[src/srrip_pkg.sv]
`timescale 1ns / 1ps

package srrip_pkg;

  localparam int unsigned IDX_W       = 11;
  localparam int unsigned WAY_IN_W    = 4;
  localparam int unsigned ADDR_W      = 64;
  localparam int unsigned BLOCK_SHIFT = 6;
  localparam int unsigned BLOCK_W     = 32;
  localparam int unsigned META_W      = BLOCK_W + 2;
  localparam int unsigned RED_SHIFT   = 24;
  localparam int unsigned NSET_W      = 17;
  localparam int unsigned PROD_W      = IDX_W + RED_SHIFT + 1;
  localparam int unsigned QN_W        = IDX_W + NSET_W;

  localparam logic [1:0] AGE_MAX  = 2'd3;
  localparam logic [1:0] AGE_MID  = 2'd2;
  localparam logic [1:0] AGE_NEAR = 2'd0;
  localparam logic [1:0] CTR_MAX  = 2'd3;
  localparam logic [1:0] CTR_MIN  = 2'd0;
  localparam logic [1:0] CTR_INIT = 2'd1;

  localparam logic FUNC_QUERY  = 1'b0;
  localparam logic FUNC_UPDATE = 1'b1;

  typedef struct packed {
    logic clear;
    logic capture;
    logic red1;
    logic red2;
    logic red3;
    logic read;
    logic eval;
    logic vq;
    logic mdec;
    logic mrd;
    logic mfin;
    logic load_out;
  } cmd_t;

  typedef struct packed {
    logic func;
    logic hit;
    logic clr_last;
  } sts_t;

endpackage

[src/srrip_ctrl.sv]
`timescale 1ns / 1ps

module srrip_ctrl
  import srrip_pkg::*;
(
  input  logic clk_i,
  input  logic rst_ni,
  input  logic in_valid_i,
  output logic in_stall_o,
  output logic out_valid_o,
  input  logic out_stall_i,
  input  sts_t sts_i,
  output cmd_t cmd_o
);

  typedef enum logic [3:0] {
    S_CLEAR,
    S_IDLE,
    S_RED1,
    S_RED2,
    S_RED3,
    S_READ,
    S_EVAL,
    S_VQ,
    S_MDEC,
    S_MRD,
    S_MFIN,
    S_OUT
  } state_e;

  state_e state_q, state_d;
  logic   out_valid_q, out_valid_d;

  always_comb begin
    cmd_o       = '0;
    state_d     = state_q;
    out_valid_d = out_valid_q & out_stall_i;
    unique case (state_q)
      S_CLEAR: begin
        cmd_o.clear = 1'b1;
        if (sts_i.clr_last) begin
          state_d = S_IDLE;
        end
      end
      S_IDLE: begin
        if (in_valid_i) begin
          cmd_o.capture = 1'b1;
          state_d       = S_RED1;
        end
      end
      S_RED1: begin
        cmd_o.red1 = 1'b1;
        state_d    = S_RED2;
      end
      S_RED2: begin
        cmd_o.red2 = 1'b1;
        state_d    = S_RED3;
      end
      S_RED3: begin
        cmd_o.red3 = 1'b1;
        state_d    = S_READ;
      end
      S_READ: begin
        cmd_o.read = 1'b1;
        state_d    = S_EVAL;
      end
      S_EVAL: begin
        cmd_o.eval = 1'b1;
        if (sts_i.func == FUNC_QUERY) begin
          state_d = S_VQ;
        end else if (sts_i.hit) begin
          state_d = S_OUT;
        end else begin
          state_d = S_MDEC;
        end
      end
      S_VQ: begin
        cmd_o.vq = 1'b1;
        state_d  = S_OUT;
      end
      S_MDEC: begin
        cmd_o.mdec = 1'b1;
        state_d    = S_MRD;
      end
      S_MRD: begin
        cmd_o.mrd = 1'b1;
        state_d   = S_MFIN;
      end
      S_MFIN: begin
        cmd_o.mfin = 1'b1;
        state_d    = S_OUT;
      end
      S_OUT: begin
        if (!out_valid_q || !out_stall_i) begin
          cmd_o.load_out = 1'b1;
          out_valid_d    = 1'b1;
          state_d        = S_IDLE;
        end
      end
      default: begin
        state_d = S_IDLE;
      end
    endcase
  end

  always_ff @(posedge clk_i or negedge rst_ni) begin
    if (!rst_ni) begin
      state_q     <= S_CLEAR;
      out_valid_q <= 1'b0;
    end else begin
      state_q     <= state_d;
      out_valid_q <= out_valid_d;
    end
  end

  assign in_stall_o  = (state_q != S_IDLE);
  assign out_valid_o = out_valid_q;

endmodule

[config.mk]
export PLATFORM = sky130hd
export DESIGN_NAME = srrip_ctrl
export DESIGN_NICKNAME = d
export VERILOG_FILES = /design/src/srrip_pkg.sv /design/src/srrip_ctrl.sv
export SDC_FILE = /design/constraint.sdc
export NUM_CORES = 1
export LEC_CHECK = 0
export BUFFER_PORTS_ARGS = -buffer_cell sky130_fd_sc_hd__buf_2
export CORE_AREA = 2 2 39 41
export CTS_BUF_LIST = sky130_fd_sc_hd__clkbuf_2
export DETAILED_ROUTE_END_ITERATION = 8
export DIE_AREA = 0 0 41 43
export GPL_TIMING_DRIVEN = 0
export SYNTH_ARGS = -nofsm -noshare
export SYNTH_HDL_FRONTEND = slang
export SYNTH_SLANG_ARGS = --single-unit
[constraint.sdc]
create_clock -name clk_i -period 1.5 [get_ports clk_i]
set_clock_uncertainty 0.2 [all_clocks]
set_input_delay 0 -clock clk_i [delete_from_list [all_inputs] [get_ports clk_i]]
set_output_delay 0 -clock clk_i [all_outputs]
set_load 0.01 [all_outputs]
==> impl_metrics.xml <==
<?xml version="1.0" encoding="UTF-8"?>
<metrics>
  <group name="final_layout">
    <metric name="layout.area.seq" unit="um2">125</metric>
    <metric name="insertedDiodeCount" unit="">0</metric>
    <metric name="layout_cells_sized_above_1" unit="">0.500</metric>
    <metric name="multi_input_comb_area" unit="um2">268</metric>
    <metric name="layout.nets" unit="">92</metric>
    <metric name="areaGrowthSynthToFinish" unit="%">71.2</metric>
    <metric name="layout.filler_cells" unit="">141</metric>
  </group>
  <group name="setup_path">
    <metric name="crit_path_end_kind" unit="">output port</metric>
    <metric name="cp.arrival" unit="ps">1310</metric>
    <metric name="critPathKind" unit="">flip-flop to output port</metric>
    <metric name="peak_fanout_along_the_critical_path" unit="">10</metric>
    <metric name="worst_ep_required_time" unit="ps">1300</metric>
    <metric name="worstSetupStartpointType" unit="">flip-flop</metric>
  </group>
  <group name="yosys">
    <metric name="synthesis.area_per_instance" unit="um2">7.91</metric>
    <metric name="postSynthNetCount" unit="">57</metric>
    <metric name="synth_largest_type_area_fraction" unit="">0.316</metric>
    <metric name="yosys.cell_types.count" unit="">22</metric>
    <metric name="yosys_warnings" unit="">0</metric>
    <metric name="post_synthesis_instance_area" unit="um2">395</metric>
    <metric name="netlist_instances" unit="">50</metric>
    <metric name="leading_area_contributor_after_synthesis" unit="">sky130_fd_sc_hd__dfrtp_1</metric>
    <metric name="ys_seq_elements" unit="">5</metric>
    <metric name="synth.yosys.seq_area_share" unit="">0.316</metric>
    <metric name="yosys-top-cells-area" unit="">sky130_fd_sc_hd__dfrtp_1 32%, sky130_fd_sc_hd__buf_6 11%, sky130_fd_sc_hd__nor2_1 6.6%</metric>
  </group>
  <group name="floorplanning">
    <metric name="fp.dieArea" unit="um2">1760</metric>
    <metric name="floorplan.io_pins" unit="">21</metric>
    <metric name="die_w" unit="um">41</metric>
    <metric name="initial_core_util" unit="">0.286</metric>
    <metric name="core_area" unit="um2">1380</metric>
    <metric name="placementRows" unit="">14</metric>
    <metric name="die_h" unit="um">43</metric>
  </group>
  <group name="sta">
    <metric name="slew_headroom" unit="">0.841</metric>
    <metric name="final.period_utilization" unit="">1.01</metric>
    <metric name="setup_repair_after_global_routing_missed_its_margin" unit="">yes</metric>
    <metric name="worst_slack" unit="ps">-13.2</metric>
    <metric name="max_clock_freq" unit="GHz">0.661</metric>
    <metric name="slew_limit_fails" unit="">0</metric>
    <metric name="hold_viol" unit="">0</metric>
    <metric name="min_period" unit="ps">1510</metric>
    <metric name="final_setup_violation_count" unit="">2</metric>
    <metric name="worst-slew-pin-transition" unit="ps">237</metric>
  </group>
  <group name="drt">
    <metric name="drcViolationCount" unit="">0</metric>
    <metric name="dr.pass1.iters" unit="">2</metric>
    <metric name="route.detailed.vias_per_inst" unit="">4.70</metric>
    <metric name="antenna_violating_nets_post_route" unit="">0</metric>
    <metric name="drt_iter0_markers" unit="">4</metric>
    <metric name="dr_wl_met3" unit="um">54</metric>
    <metric name="met1_length" unit="um">508</metric>
    <metric name="routed-via-count" unit="">470</metric>
    <metric name="highest-signal-layer" unit="">met3</metric>
    <metric name="detail_route.wl_per_cell" unit="um">10.7</metric>
    <metric name="detailroute.wirelength.met2" unit="um">502</metric>
    <metric name="wl" unit="um">1070</metric>
  </group>
  <group name="clocking">
    <metric name="cts.clk_slew.worst_paths" unit="ps">60</metric>
    <metric name="tritoncts" unit="">built</metric>
    <metric name="cts.root.buffer_cell" unit="">sky130_fd_sc_hd__clkbuf_2</metric>
    <metric name="clkSinkCount" unit="">5</metric>
    <metric name="ctsHtreeMaxLevel" unit="">1</metric>
    <metric name="cts_made_buffers" unit="">3</metric>
    <metric name="worst_skew_pair.late_latency" unit="ps">210</metric>
    <metric name="worst_case_clock_buffer_depth" unit="">2</metric>
  </group>
  <group name="grt">
    <metric name="grt_overflow_total" unit="">0</metric>
    <metric name="first_pass_grt_wire_length" unit="um">1590</metric>
    <metric name="grt_max_degree" unit="">11</metric>
    <metric name="grt_overall_usage" unit="">0.128</metric>
    <metric name="antenna_found_initial" unit="">0</metric>
    <metric name="number_of_global_route_vias_before_repair" unit="">408</metric>
  </group>
  <group name="place">
    <metric name="numPortBuffers" unit="">20</metric>
    <metric name="place_worst_setup_slack" unit="ps">15.8</metric>
    <metric name="gpl_wtd_cong" unit="">0.737</metric>
    <metric name="place_hpwl" unit="um">732</metric>
  </group>
  <group name="outcome">
    <metric name="failed_checks" unit="">negative setup slack</metric>
    <metric name="outcome" unit="">finished, violations left</metric>
  </group>
  <group name="power_and_ir_drop">
    <metric name="power_density" unit="nW/um2">2120</metric>
    <metric name="static-leakage-power" unit="uW">0.000357</metric>
    <metric name="p_total" unit="uW">1430</metric>
    <metric name="irDropWorstVdd" unit="mV">1.06</metric>
  </group>
  <group name="run">
    <metric name="maxCapViolCount" unit="">0</metric>
  </group>
  <group name="hold_path">
    <metric name="min_path_type" unit="">input port to flip-flop</metric>
  </group>
</metrics>
routing by layer:
metal	vias up	track usage
met5	-	0
met4	0	0
li1	243	-
met2	11	0.203
met3	0	0.0471
met1	216	0.174
cell usage after synthesis, drive strengths merged:
cell type,instances
a21o,1
a21oi,5
a2bb2oi,1
and3,1
buf,4
dfrtp,5
inv,2
nand2,6
nand2b,2
nand3b,1
nor2,7
nor2b,1
nor3,5
nor4,1
o211a,1
o21ai,1
o22ai,1
o311a,1
o31a,1
or2,1
or2b,1
or3b,1
logic make-up (layout without fill, tap and decap cells):
logic type | after synthesis | in the layout | share of synthesized area
flops | 5 | 5 | 0.316
simple gates | 27 | 27 | 0.342
buf+inv | 6 | 40 | 0.133
compound gates | 12 | 12 | 0.209
what timing repair did:
action                                  in CTS  in global routing
hold buffers                                 5                  0
endpoints found under the setup margin       1                  7
pin swaps                                    1                  5
resized for setup                            2                  9
setup buffers                                4                  1
endpoints found under the hold margin       10                  0
placed cells by master (no fill, tap or decap), types with 2 or more instances in the layout:
| cell | count |
|---|---|
| sky130_fd_sc_hd__buf_2 | 20 |
| sky130_fd_sc_hd__dfrtp_1 | 5 |
| sky130_fd_sc_hd__buf_4 | 5 |
| sky130_fd_sc_hd__nand2b_1 | 2 |
| sky130_fd_sc_hd__inv_1 | 2 |
| sky130_fd_sc_hd__dlygate4sd3_1 | 5 |
| sky130_fd_sc_hd__nand2_1 | 5 |
| sky130_fd_sc_hd__nor3_1 | 2 |
| sky130_fd_sc_hd__clkbuf_2 | 4 |
| sky130_fd_sc_hd__nor2_1 | 6 |
| sky130_fd_sc_hd__buf_6 | 3 |
| sky130_fd_sc_hd__a21oi_1 | 4 |
| sky130_fd_sc_hd__nor3_2 | 3 |
worst paths after layout:
check | start | to | slack [ps] | cells past startpoint
setup / recovery | state_q[0] | cmd_o[0] | -10 | 5
hold / removal | sts_i[1] | state_q[1] | 40 | 4
setup reg to reg | state_q[2] | state_q[0] | 0 | 5
hold reg to reg | out_valid_o | out_valid_o | 360 | 2
max in group asynchronous | rst_ni | state_q[1] | 400 | 3
min in group asynchronous | rst_ni | state_q[0] | 490 | 3
final cells by class:
type,instances,area share
Inverter,2,0.0111
Tap cell,16,0.0296
Sequential cell,5,0.185
Clock buffer,4,0.0296
Buffer,4,0.0721
Multi-Input combinational cell,39,0.396
Timing Repair Buffer,30,0.277
flip-flops by register name, indices dropped and copies added, names as in the netlist:
name and count:
out_valid_o 1, state_q 4
power by group:
part | internal (uW) | switching (uW) | leakage [uW]
clock | 70.6 | 51.9 | 0.0000166
combinational | 516 | 549 | 0.000278
sequential | 199 | 48.3 | 0.0000631
total | 786 | 649 | 0.000357
worst max-delay path: stages, from the launching register on:
cell	delay, ps
sky130_fd_sc_hd__dfrtp_1	360
sky130_fd_sc_hd__buf_6	150
sky130_fd_sc_hd__nand2_2	80
sky130_fd_sc_hd__or2_1	250
sky130_fd_sc_hd__a21oi_1	110
sky130_fd_sc_hd__buf_2	140
through the flow:
stage          setup TNS, ps  std cells  hold slack, ps  cell area [um2]   util
6_report               -16.2        100            41.3              677  0.489
3_3_place_gp               0         86            -383              515  0.373
2_1_floorplan              0         50            -496              395      -
3_5_place_dp               0         86            -378              515  0.373
4_1_cts                -45.0         99            26.9              626  0.452
5_1_grt                 -196        100            66.5              677  0.489
Power figures use the tool's default switching activity.
